--- config.mk ---
export PLATFORM = sky130hd
export DESIGN_NAME = framed_packet_receiver_fletcher8
export DESIGN_NICKNAME = d
export VERILOG_FILES = /design/src/design/frx_pkg.sv /design/src/design/frx_buf.sv /design/src/design/frx_parser.sv /design/src/design/frx_emit.sv /design/src/design/framed_packet_receiver_fletcher8.sv
export SDC_FILE = /design/constraint.sdc
export NUM_CORES = 1
export LEC_CHECK = 0
export BUFFER_PORTS_ARGS = -buffer_cell sky130_fd_sc_hd__clkbuf_2
export CAP_MARGIN = 40
export CORE_MARGIN = 2
export CORE_UTILIZATION = 50
export CTS_CLUSTER_DIAMETER = 200
export DETAILED_ROUTE_END_ITERATION = 8
export GPL_TIMING_DRIVEN = 0
export PLACE_DENSITY = 0.66
export SYNTH_ARGS = -nofsm -noshare
export SYNTH_HDL_FRONTEND = slang
export SYNTH_HIERARCHICAL = 1
export SYNTH_SLANG_ARGS = --single-unit
--- constraint.sdc ---
create_clock -name clk_i -period 4.25 [get_ports clk_i]
set_clock_uncertainty 0.15 [all_clocks]
set_input_delay 0.85 -clock clk_i [delete_from_list [all_inputs] [get_ports clk_i]]
set_output_delay 0.85 -clock clk_i [all_outputs]
set_load 0.02 [all_outputs]
--- src/design/frx_pkg.sv ---
`timescale 1ns / 1ps
`default_nettype none
package frx_pkg;

  localparam int MAX_PAYLOAD_DEF = 32;

  localparam logic [7:0] START_FIRST  = 8'hBC;
  localparam logic [7:0] START_SECOND = 8'hCF;

  typedef enum logic [1:0] {
    ST_PKT = 2'd0,
    ST_CK1 = 2'd1,
    ST_CK2 = 2'd2
  } frx_status_e;

  // Request from the parser to the delivery side, valid for one cycle.
  typedef struct packed {
    logic        start;
    frx_status_e kind;
  } frx_job_t;

  // Frame header and error counts; held steady while a frame is delivered.
  typedef struct packed {
    logic [7:0] pkt_type;
    logic [7:0] err1;
    logic [7:0] err2;
  } frx_info_t;

endpackage
`default_nettype wire

--- src/design/frx_buf.sv ---
`timescale 1ns / 1ps
`default_nettype none
module frx_buf #(
  parameter int DEPTH = frx_pkg::MAX_PAYLOAD_DEF,
  parameter int AW    = 5
) (
  input  wire logic          clk_i,
  input  wire logic          rst_ni,
  input  wire logic          wr_en_i,
  input  wire logic [AW-1:0] wr_addr_i,
  input  wire logic [7:0]    wr_data_i,
  input  wire logic          rd_en_i,
  input  wire logic [AW-1:0] rd_addr_i,
  output logic      [7:0]    rd_data_o
);
  import frx_pkg::*;

  logic [7:0] mem_q [DEPTH];
  logic [7:0] rd_data_q;

  always_ff @(posedge clk_i) begin
    if (wr_en_i) begin
      mem_q[wr_addr_i] <= wr_data_i;
    end
    if (rd_en_i) begin
      rd_data_q <= mem_q[rd_addr_i];
    end
  end

  assign rd_data_o = rd_data_q;

  // The input side is stalled during delivery, so the ports never collide.
  a_no_overlap: assert property (@(posedge clk_i) disable iff (!rst_ni)
    !(wr_en_i && rd_en_i))
    else $error("frame buffer written and read in the same cycle");

endmodule
`default_nettype wire

--- src/design/frx_parser.sv ---
`timescale 1ns / 1ps
`default_nettype none
module frx_parser #(
  parameter int MAX_PAYLOAD = frx_pkg::MAX_PAYLOAD_DEF,
  parameter int CW          = 6,
  parameter int AW          = 5
) (
  input  wire logic              clk_i,
  input  wire logic              rst_ni,
  input  wire logic              accept_i,
  input  wire logic [7:0]        rx_byte_i,
  output logic                   wr_en_o,
  output logic      [AW-1:0]     wr_addr_o,
  output logic      [7:0]        wr_data_o,
  output frx_pkg::frx_job_t      job_o,
  output frx_pkg::frx_info_t     info_o,
  output logic      [CW-1:0]     frame_len_o
);
  import frx_pkg::*;

  typedef enum logic [2:0] {
    PH_HUNT1  = 3'd0,
    PH_HUNT2  = 3'd1,
    PH_TYPE   = 3'd2,
    PH_LENGTH = 3'd3,
    PH_DATA   = 3'd4,
    PH_CK1    = 3'd5,
    PH_CK2    = 3'd6
  } phase_e;

  phase_e        phase_q, phase_d;
  logic [7:0]    type_q, type_d;
  logic [CW-1:0] len_q, len_d;
  logic [CW-1:0] cnt_q, cnt_d;
  logic [7:0]    sum_a_q, sum_a_d;
  logic [7:0]    sum_b_q, sum_b_d;
  logic [7:0]    err1_q, err1_d;
  logic [7:0]    err2_q, err2_d;
  logic [7:0]    sum_a_nx;
  logic [CW-1:0] cnt_inc;

  assign sum_a_nx = sum_a_q + rx_byte_i;
  assign cnt_inc  = cnt_q + CW'(1);

  always_comb begin
    phase_d   = phase_q;
    type_d    = type_q;
    len_d     = len_q;
    cnt_d     = cnt_q;
    sum_a_d   = sum_a_q;
    sum_b_d   = sum_b_q;
    err1_d    = err1_q;
    err2_d    = err2_q;
    wr_en_o   = 1'b0;
    wr_addr_o = AW'(cnt_q);
    wr_data_o = rx_byte_i;
    job_o     = '{start: 1'b0, kind: ST_PKT};
    if (accept_i) begin
      unique case (phase_q)
        PH_HUNT2: begin
          phase_d = (rx_byte_i == START_SECOND) ? PH_TYPE : PH_HUNT1;
        end
        PH_TYPE: begin
          type_d  = rx_byte_i;
          sum_a_d = rx_byte_i;
          sum_b_d = rx_byte_i;
          phase_d = PH_LENGTH;
        end
        PH_LENGTH: begin
          len_d   = CW'(rx_byte_i);
          sum_a_d = sum_a_nx;
          sum_b_d = sum_b_q + sum_a_nx;
          cnt_d   = '0;
          if (rx_byte_i > 8'(MAX_PAYLOAD)) begin
            phase_d = PH_HUNT1;
          end else if (rx_byte_i == 8'd0) begin
            phase_d = PH_CK1;
          end else begin
            phase_d = PH_DATA;
          end
        end
        PH_DATA: begin
          wr_en_o = 1'b1;
          sum_a_d = sum_a_nx;
          sum_b_d = sum_b_q + sum_a_nx;
          cnt_d   = cnt_inc;
          if (cnt_inc >= len_q) begin
            phase_d = PH_CK1;
          end
        end
        PH_CK1: begin
          if (rx_byte_i == sum_a_q) begin
            phase_d = PH_CK2;
          end else begin
            err1_d  = err1_q + 8'd1;
            phase_d = PH_HUNT1;
            job_o   = '{start: 1'b1, kind: ST_CK1};
          end
        end
        PH_CK2: begin
          phase_d = PH_HUNT1;
          if (rx_byte_i == sum_b_q) begin
            job_o = '{start: 1'b1, kind: ST_PKT};
          end else begin
            err2_d = err2_q + 8'd1;
            job_o  = '{start: 1'b1, kind: ST_CK2};
          end
        end
        default: begin
          // The first hunt phase and the spare phase code both look for the first start byte.
          phase_d = (rx_byte_i == START_FIRST) ? PH_HUNT2 : PH_HUNT1;
        end
      endcase
    end
  end

  always_ff @(posedge clk_i or negedge rst_ni) begin
    if (!rst_ni) begin
      phase_q <= PH_HUNT1;
      type_q  <= '0;
      len_q   <= '0;
      cnt_q   <= '0;
      sum_a_q <= '0;
      sum_b_q <= '0;
      err1_q  <= '0;
      err2_q  <= '0;
    end else begin
      phase_q <= phase_d;
      type_q  <= type_d;
      len_q   <= len_d;
      cnt_q   <= cnt_d;
      sum_a_q <= sum_a_d;
      sum_b_q <= sum_b_d;
      err1_q  <= err1_d;
      err2_q  <= err2_d;
    end
  end

  assign info_o      = '{pkt_type: type_q, err1: err1_q, err2: err2_q};
  assign frame_len_o = len_q;

endmodule
`default_nettype wire

--- src/design/frx_emit.sv ---
`timescale 1ns / 1ps
`default_nettype none
module frx_emit #(
  parameter int CW = 6,
  parameter int AW = 5
) (
  input  wire logic              clk_i,
  input  wire logic              rst_ni,
  input  wire frx_pkg::frx_job_t job_i,
  input  wire logic [CW-1:0]     frame_len_i,
  output logic                   rd_en_o,
  output logic      [AW-1:0]     rd_addr_o,
  input  wire logic [7:0]        rd_data_i,
  output logic                   busy_o,
  output logic                   out_valid_o,
  input  wire logic              out_stall_i,
  output logic      [1:0]        status_o,
  output logic      [4:0]        byte_index_o,
  output logic      [7:0]        data_byte_o,
  output logic                   last_o
);
  import frx_pkg::*;

  typedef enum logic [1:0] {
    E_IDLE = 2'd0,
    E_READ = 2'd1,
    E_SHOW = 2'd2
  } emit_e;

  emit_e         state_q;
  logic [CW-1:0] cnt_q;
  logic [CW-1:0] cnt_inc;
  logic          out_valid_q;
  frx_status_e   status_q;
  logic [4:0]    index_q;
  logic [7:0]    data_q;
  logic          last_q;
  logic          direct;

  assign cnt_inc = cnt_q + CW'(1);
  // Errors and empty frames give one word without touching the buffer.
  assign direct  = (job_i.kind != ST_PKT) || (frame_len_i == '0);

  always_comb begin
    rd_en_o   = 1'b0;
    rd_addr_o = '0;
    unique case (state_q)
      E_IDLE: begin
        rd_en_o = job_i.start && !direct;
      end
      E_SHOW: begin
        rd_en_o   = !out_stall_i && !last_q;
        rd_addr_o = AW'(cnt_inc);
      end
      default: begin
        rd_en_o = 1'b0;
      end
    endcase
  end

  always_ff @(posedge clk_i or negedge rst_ni) begin
    if (!rst_ni) begin
      state_q     <= E_IDLE;
      cnt_q       <= '0;
      out_valid_q <= 1'b0;
      status_q    <= ST_PKT;
      index_q     <= '0;
      data_q      <= '0;
      last_q      <= 1'b0;
    end else begin
      unique case (state_q)
        E_IDLE: begin
          if (job_i.start) begin
            cnt_q <= '0;
            if (direct) begin
              status_q    <= job_i.kind;
              index_q     <= '0;
              data_q      <= '0;
              last_q      <= 1'b1;
              out_valid_q <= 1'b1;
              state_q     <= E_SHOW;
            end else begin
              state_q <= E_READ;
            end
          end
        end
        E_READ: begin
          status_q    <= ST_PKT;
          index_q     <= 5'(cnt_q);
          data_q      <= rd_data_i;
          last_q      <= (cnt_inc == frame_len_i);
          out_valid_q <= 1'b1;
          state_q     <= E_SHOW;
        end
        E_SHOW: begin
          if (!out_stall_i) begin
            out_valid_q <= 1'b0;
            if (last_q) begin
              state_q <= E_IDLE;
            end else begin
              cnt_q   <= cnt_inc;
              state_q <= E_READ;
            end
          end
        end
        default: begin
          state_q <= E_IDLE;
        end
      endcase
    end
  end

  assign busy_o       = (state_q != E_IDLE);
  assign out_valid_o  = out_valid_q;
  assign status_o     = status_q;
  assign byte_index_o = index_q;
  assign data_byte_o  = data_q;
  assign last_o       = last_q;

  a_err_is_last: assert property (@(posedge clk_i) disable iff (!rst_ni)
    (out_valid_q && status_q != ST_PKT) |-> last_q)
    else $error("error word without last marker");

  a_read_before_load: assert property (@(posedge clk_i) disable iff (!rst_ni)
    (state_q == E_READ) |-> $past(rd_en_o))
    else $error("buffer data taken without a read");

endmodule
`default_nettype wire

--- src/design/framed_packet_receiver_fletcher8.sv ---
// Each received byte is taken while no frame's words are being delivered.
// An error word appears in the cycle after the failing checksum byte is taken.
// A good non-empty frame's first word passes the buffer read register, then the output
// register, after its second checksum byte; each later word takes the same path plus stall.
// Input is stalled after any checksum byte that yields words until the last is taken.
// Reset is asynchronous, active low; it clears control and counters, not the buffer.
`timescale 1ns / 1ps
`default_nettype none
module framed_packet_receiver_fletcher8 #(
  parameter int MAX_PAYLOAD = frx_pkg::MAX_PAYLOAD_DEF
) (
  input  wire logic       clk_i,
  input  wire logic       rst_ni,
  input  wire logic       in_valid_i,
  output logic            in_stall_o,
  input  wire logic [7:0] rx_byte_i,
  output logic            out_valid_o,
  input  wire logic       out_stall_i,
  output logic      [1:0] status_o,
  output logic      [7:0] pkt_type_o,
  output logic      [5:0] pkt_length_o,
  output logic      [4:0] byte_index_o,
  output logic      [7:0] data_byte_o,
  output logic            last_o,
  output logic      [7:0] cksum1_errors_o,
  output logic      [7:0] cksum2_errors_o
);
  import frx_pkg::*;

  localparam int CW = $clog2(MAX_PAYLOAD + 1);
  localparam int AW = (MAX_PAYLOAD > 1) ? $clog2(MAX_PAYLOAD) : 1;

  logic          accept;
  logic          busy;
  logic          wr_en;
  logic [AW-1:0] wr_addr;
  logic [7:0]    wr_data;
  logic          rd_en;
  logic [AW-1:0] rd_addr;
  logic [7:0]    rd_data;
  frx_job_t      job;
  frx_info_t     info;
  logic [CW-1:0] frame_len;

  assign in_stall_o = busy;
  assign accept     = in_valid_i && !busy;

  frx_parser #(
    .MAX_PAYLOAD(MAX_PAYLOAD),
    .CW         (CW),
    .AW         (AW)
  ) u_parser (
    .clk_i      (clk_i),
    .rst_ni     (rst_ni),
    .accept_i   (accept),
    .rx_byte_i  (rx_byte_i),
    .wr_en_o    (wr_en),
    .wr_addr_o  (wr_addr),
    .wr_data_o  (wr_data),
    .job_o      (job),
    .info_o     (info),
    .frame_len_o(frame_len)
  );

  frx_buf #(
    .DEPTH(MAX_PAYLOAD),
    .AW   (AW)
  ) u_buf (
    .clk_i    (clk_i),
    .rst_ni   (rst_ni),
    .wr_en_i  (wr_en),
    .wr_addr_i(wr_addr),
    .wr_data_i(wr_data),
    .rd_en_i  (rd_en),
    .rd_addr_i(rd_addr),
    .rd_data_o(rd_data)
  );

  frx_emit #(
    .CW(CW),
    .AW(AW)
  ) u_emit (
    .clk_i       (clk_i),
    .rst_ni      (rst_ni),
    .job_i       (job),
    .frame_len_i (frame_len),
    .rd_en_o     (rd_en),
    .rd_addr_o   (rd_addr),
    .rd_data_i   (rd_data),
    .busy_o      (busy),
    .out_valid_o (out_valid_o),
    .out_stall_i (out_stall_i),
    .status_o    (status_o),
    .byte_index_o(byte_index_o),
    .data_byte_o (data_byte_o),
    .last_o      (last_o)
  );

  assign pkt_type_o      = info.pkt_type;
  assign pkt_length_o    = 6'(frame_len);
  assign cksum1_errors_o = info.err1;
  assign cksum2_errors_o = info.err2;

  a_no_input_during_output: assert property (@(posedge clk_i) disable iff (!rst_ni)
    out_valid_o |-> in_stall_o)
    else $error("input open while a word is pending");

endmodule
`default_nettype wire

Word-level counts from Yosys, hierarchy flattened --
Memories as Yosys holds them, arrays and structs flattened. A register that Yosys moved wholly into a read port is not among the register bits. Index checks and enable logic that the tools add are counted.
Word-level totals: flip-flop bits (word level) 80, memory bits (writable) 256, bits of input ports 12, output and inout bits 48, word-level logic and storage cells 117, memories kept 1
Memory list:
- u_buf.mem_q | depth 32, width 8, read ports 1, clocked after memory_dff 1, wr ports 1, line frx_buf.sv:18 | logic [7:0] mem_q [DEPTH];
Operators by class: add/subtract/negate cells 6, magnitude comparators 2, equal/unequal tests 18, multiplexer cells 43, bitwise logic cells 2, reduce and logical (&&, ||, !) cells 30
Operators with widths (count):
- case mux 8 bit (2 select lines) | 3
- case mux 6 bit (2 select lines) | 2
- two-way mux 6 bit | 3
- case mux 3 bit (6 select lines) | 1
- adder 8 x 1 -> 8 bit (second input constant) | 2
- adder 8 bit | 2
- equality test 8 bit | 2
- equality test 8 bit (second input constant) | 2
- two-way mux 8 bit | 2
- two-way mux 3 bit | 5
- two-way mux 5 bit | 3
- two-way mux 2 bit | 7
- adder 6 x 1 -> 6 bit (second input constant) | 2
- AND reduction 2 bit | 6
- nonzero test 2 bit | 6
- two-way mux 1 bit | 10
- case mux 5 bit (2 select lines) | 1
- equality test 3 bit (second input constant) | 3
- AND reduction 3 bit | 3
- > comparator 8 x 6 -> 1 bit (second input constant) | 1
- logical NOT 8 bit | 1
- AND reduction 4 bit | 2
- equality test 3 x 2 -> 1 bit (second input constant) | 2
- equality test 6 bit | 1
- other kinds (19) | 29

Depth between registers and ports, before layout --
word-level depth 9, depth in mapped cells 13, mapped depth without buffers 13

Modules after synthesis --
Netlist, hierarchy kept.
By module, submodules not included:
- frx_buf | times used 1, cells each 417, area an instance 10133.5 µm², seq. area each 7927.6 µm²
- frx_parser | times used 1, cells each 338, area an instance 3434.5 µm², seq. area each 1376.3 µm²
- frx_emit | times used 1, cells each 114, area an instance 1204.9 µm², seq. area each 625.6 µm²
- framed_packet_receiver_fletcher8 | times used 1, cells each 1, area an instance 13.8 µm², seq. area each 0.0 µm²

Worst setup path after synthesis --
OpenSTA, ideal clock, no wires.
kind input to register, start point in rx_byte_i[0], end point reg u_parser.sum_b_q[7], library setup time 87 ps, data arrival time 3321 ps, required time 4013 ps, path slack 692 ps, stages 13, buffers on the path 0, cell sequence ha_1 -> fa_1 -> a21o_1 -> a21oi_1 -> o21bai_1 -> a21oi_1 -> xnor2_1 -> ha_1 -> nor3_1 -> o21a_1 -> or4_4 -> and2_4 -> a211oi_2
On the way: cells in the longest elaborated chain, start to end 3
RTL lines:
- start: declaration | line framed_packet_receiver_fletcher8.sv:16 | input wire logic [7:0] rx_byte_i,
- adder 8 bit | line frx_parser.sv:42 | assign sum_a_nx = sum_a_q + rx_byte_i;
- adder 8 bit | line frx_parser.sv:72, frx_parser.sv:85
- case mux 8 bit (2 select lines) | line frx_parser.sv:59 | unique case (phase_q)
- end signal: assignment | line frx_parser.sv:133 | sum_b_q <= sum_b_d;
- end: declaration | line frx_parser.sv:36 | logic [7:0] sum_b_q, sum_b_d;
Every way passes these cells. A chain may end at the register's enable or synchronous reset.

Worst setup path in the final report --
start point reg u_emit.cnt_q[0], end point reg u_buf.rd_data_q[7] (netlist: u_buf/rd_data_o[7]), read port of u_buf.mem_q, data pin
On the way: cells in the longest elaborated chain, start to end 2
RTL lines:
- start: declaration | line frx_emit.sv:31 | logic [CW-1:0] cnt_q;
- start signal: assignment | line frx_emit.sv:101 | cnt_q <= cnt_inc;
- adder 6 x 1 -> 6 bit | line frx_emit.sv:40 | assign cnt_inc = cnt_q + CW'(1);
- two-way mux 5 bit | line frx_emit.sv:47 | unique case (state_q)
- via rd_addr[2] | line framed_packet_receiver_fletcher8.sv:39 | logic [AW-1:0] rd_addr;
- end: declaration | line frx_buf.sv:19 | logic [7:0] rd_data_q;
The timed path passes the listed nets, and every way through them passes these cells.

==> metrics list <==
- After synthesis, the cell types taking the most area are sky130_fd_sc_hd__edfxtp_1 (54%), sky130_fd_sc_hd__dfrtp_1 (14%), sky130_fd_sc_hd__mux4_2 (12%).
- Dividing the detail-routed wire length by the instance count gives 22.8 um.
- Relative slew slack: around two fifths
* Top cells by count, synth: sky130_fd_sc_hd__edfxtp_1 (264), sky130_fd_sc_hd__dfrtp_1 (80), sky130_fd_sc_hd__mux4_2 (80)
* Number of unique standard cell types used by synthesis: 60
- The floorplan step set the die height to about 180 um.
* Max cap viols: 0
- Proportion of netlist area held by the largest area contributor: 53.6%
- Dividing the final minimum period by the clock period gives between 90% and 100%.
- Number of H-tree levels: 2
- Peak VDD IR: around 0.37 mV
* Core area: about 29000 sq um
* Number of nets in the synthesized netlist: 909
- Starting DRC count in detailed routing: 826
- The number of pins with negative max-slew slack in the final report came to 0.
* Count of port buffers added during placement: 58
* Antenna cell count: 0
* Wire length of the first global-routing pass: between 40000 and 50000 um
- Die boundary width: 176 um
- For the pin with the worst max-slew slack, the measured transition is 885 ps.
- The synthesized design contains 344 register bits.
- The clock period could shrink to roughly 4000 ps.
- CTS tree: yes
- The number of clock buffers added by TritonCTS is 38.
- After routing, the total negative slack on setup checks comes to 0 ps.
- Once the floorplan was initialized, standard cells occupied around 51% of the core.
* Clock-pin slew on the worst setup and hold paths: roughly 60 ps
* Share of flip-flops with an asynchronous set or reset after synthesis: 23.3%
- Grt ovf: 0
- At the end of routability-driven placement, the weighted congestion stood at 0.795.
- Num ports: 60
- Number of nets at the end of the flow: 1010
- Clock sinks: around 340
- Final number of setup-violating endpoints: 0
- Synthesis warning total: 6
- Buffer levels on the longest clock path: 3
- The worst setup path is launched from a flip-flop.
- The number of cells on the worst reg-to-reg path is 8.
- Aggregate global-route resource usage: a little over a fifth
* Met2 Usage GRT: approximately a third
- The number of gates resized after CTS was 0.
- Most heavily used metal layer in global routing: met2
- The first detailed-routing pass took 5 iterations.
- After detailed routing, the number of remaining DRC violations is 0.
- The flow ran to the end, and the final reports show no timing, DRC or antenna violations.
- Antenna violations before repair: 0
* Syn Std Cell Area: ~15000 sq um
* Number of enable flip-flop cells after synthesis: roughly 260
- The floorplan has between 60 and 70 rows.
- From synthesis to final layout, the design area changed by 13.2%.
- Setup repair bufs after CTS: 0
* Sum of routed wire length over all layers: around 31000 um
* Number of cells produced by synthesis: between 800 and 900
- Fraction of the yosys area taken by sequential cells: around two thirds
- Global-route track usage on met3: 3.10%
- The number of hold buffers added after CTS was 0.
- Final Hold Violating Endpoints: 0
- Capture point of the worst reg-to-reg path: u_buf/rd_data_o[7]
- The die covers roughly 31000 sq um.
- Main synth FF type: sky130_fd_sc_hd__edfxtp_1
- Data arrival, critical path: 4180 ps
- A synthesized cell averages 17.0 sq um.
- Once detail routing completed, the nets flagged for antenna violations numbered 0.
- STA classifies the critical path endpoint as a flip-flop.
- Data on the critical path is required at its endpoint by 4360 ps.
- After detailed routing, the number of vias per cell comes to 5.82.
- Dividing total power by cell area gives a power density of about 400 nW/um^2.
- In this run the worst path has a maximum fanout of 10.
- In this run the register-to-register setup slack is around 180 ps.
- Met1 routing resource usage after global routing: approximately a third
* Fraction of final layout cells sized beyond drive strength 1: a little over a quarter
* Fmax: roughly 250 MHz
- Summed over all cells, the static leakage comes to 6.02 nW.
* Final HPWL from detailed placement: ~21000 um
- Startpoint of the most critical register-to-register path: u_emit/cnt_q[0]
- After routing the design area is roughly 17000 sq um.
* Routed vias: 8047
* Critical Setup Path Class: flip-flop to flip-flop
- Clock tree root buffer cell: sky130_fd_sc_hd__clkbuf_16
- Summing all placed instances gives a cell area of around 16000 sq um.
* Via count of the first global-routing pass: 8004
- Summed over all instances, the cell type with the most area after synthesis is sky130_fd_sc_hd__edfxtp_1.
- The most common cell in the synthesized netlist is sky130_fd_sc_hd__edfxtp_1.
* Maximum number of pins on one net before global-route repair: 46
- The later pin in the worst-skew pair is clocked with a latency of 520 ps.
- The path class of the tightest hold or removal check is input port to asynchronous set/reset pin.
- Setup repair after global routing left no endpoint under its margin.
-- sequential cells by signal, indices dropped and copies added (netlist names), 8 cells and up --
name                flops
u_buf/mem_q           256
u_buf/rd_data_o         8
u_emit/data_byte_o      8
u_parser/err1_q         8
u_parser/err2_q         8
u_parser/sum_a_q        8
u_parser/sum_b_q        8
u_parser/type_q         8
-- power by group --
part	total (mW)	switching [mW]	internal, mW
Combinational	0.246	0.160	0.0861
Sequential	3.65	0.0135	3.64
Clock	2.99	1.25	1.74
Total	6.89	1.43	5.46
-- per-stage QoR --
| step | power (mW) | hold slack [ps] | setup WS, ps | std cells | utilization (%) |
|---|---|---|---|---|---|
| after floorplan | 3.88 | 299 | 692 | 870 | - |
| after global placement | 3.96 | 307 | 136 | 1312 | 53.8 |
| after detailed placement | 3.97 | 310 | 178 | 1315 | 53.9 |
| after CTS | 6.97 | 254 | 169 | 1383 | 57.9 |
| after global routing | 7.12 | 288 | 15.6 | 1383 | 57.9 |
| final | 6.89 | 236 | 184 | 1383 | 57.9 |
-- how the worst max path moves through the flow --
stage,from,end,slack (ps),cells past startpoint
floorplan,rx_byte_i[0],u_parser/sum_b_q[7],690,13
global placement,rx_byte_i[4],u_buf/rd_data_o[6],140,6
detailed placement,u_emit/cnt_q[0],u_buf/rd_data_o[7],180,8
CTS,u_emit/cnt_q[0],u_buf/rd_data_o[7],170,8
global route,u_emit/cnt_q[0],u_buf/rd_data_o[7],20,8
finish,u_emit/cnt_q[0],u_buf/rd_data_o[7],180,8
-- logic make-up (layout without fill, tap and decap cells) --
family,after synthesis,after routing,share of synthesized area (%)
AOI/OAI and AO/OA,103,103,4.98
xor gates and xnor gates,48,48,2.89
adders and majority gates,27,27,2.39
buffers and inverters,67,196,2.48
DFF,344,344,67.2
muxes,110,110,14.4
and+or+nand+nor,171,171,5.69
-- worst max-delay path: stages (launching register included) --
cell                       delay [ps]
sky130_fd_sc_hd__dfrtp_1          490
sky130_fd_sc_hd__ha_1             320
sky130_fd_sc_hd__xnor2_1          180
sky130_fd_sc_hd__nor2_1           110
sky130_fd_sc_hd__clkbuf_1         560
sky130_fd_sc_hd__buf_1            700
sky130_fd_sc_hd__mux4_2           440
sky130_fd_sc_hd__mux4_2           540
sky130_fd_sc_hd__mux2_2           310
-- final cells by class --
cell class,count,area [sq um]
clock buffer,51,1050
clock inverter,17,92.6
buffer,50,303
fill,2234,12200
tap,384,480
inverter,17,63.8
timing repair buffer,61,329
multi-input combinational,459,4490
sequential,344,9930
-- cells in the final DEF, fill, tap and decap left out, types with 7 or more instances in the layout --
cell type                   count
sky130_fd_sc_hd__dfrtp_1       80
sky130_fd_sc_hd__clkbuf_1      20
sky130_fd_sc_hd__nor2_1        72
sky130_fd_sc_hd__ha_1          25
sky130_fd_sc_hd__a21oi_1       20
sky130_fd_sc_hd__xor2_1        23
sky130_fd_sc_hd__clkinv_1       7
sky130_fd_sc_hd__nand4_1        7
sky130_fd_sc_hd__o22ai_1       10
sky130_fd_sc_hd__nor4_1         7
sky130_fd_sc_hd__nand3_1       16
sky130_fd_sc_hd__clkbuf_2      57
sky130_fd_sc_hd__edfxtp_1     264
sky130_fd_sc_hd__xnor2_1       24
sky130_fd_sc_hd__nor3_1         7
sky130_fd_sc_hd__buf_4         19
sky130_fd_sc_hd__mux2_2        24
sky130_fd_sc_hd__mux4_2        80
sky130_fd_sc_hd__a22o_1        20
sky130_fd_sc_hd__buf_2         12
sky130_fd_sc_hd__clkbuf_16     39
sky130_fd_sc_hd__o21ai_0       20
sky130_fd_sc_hd__nand2_1       27
sky130_fd_sc_hd__inv_1         17
-- layer usage --
metal,vias to the layer above,routed length [um]
li1,3597,-
met3,40,2070
met5,-,0
met1,4147,14400
met4,0,579
met2,263,14400
(Power assumes the default switching activity.)
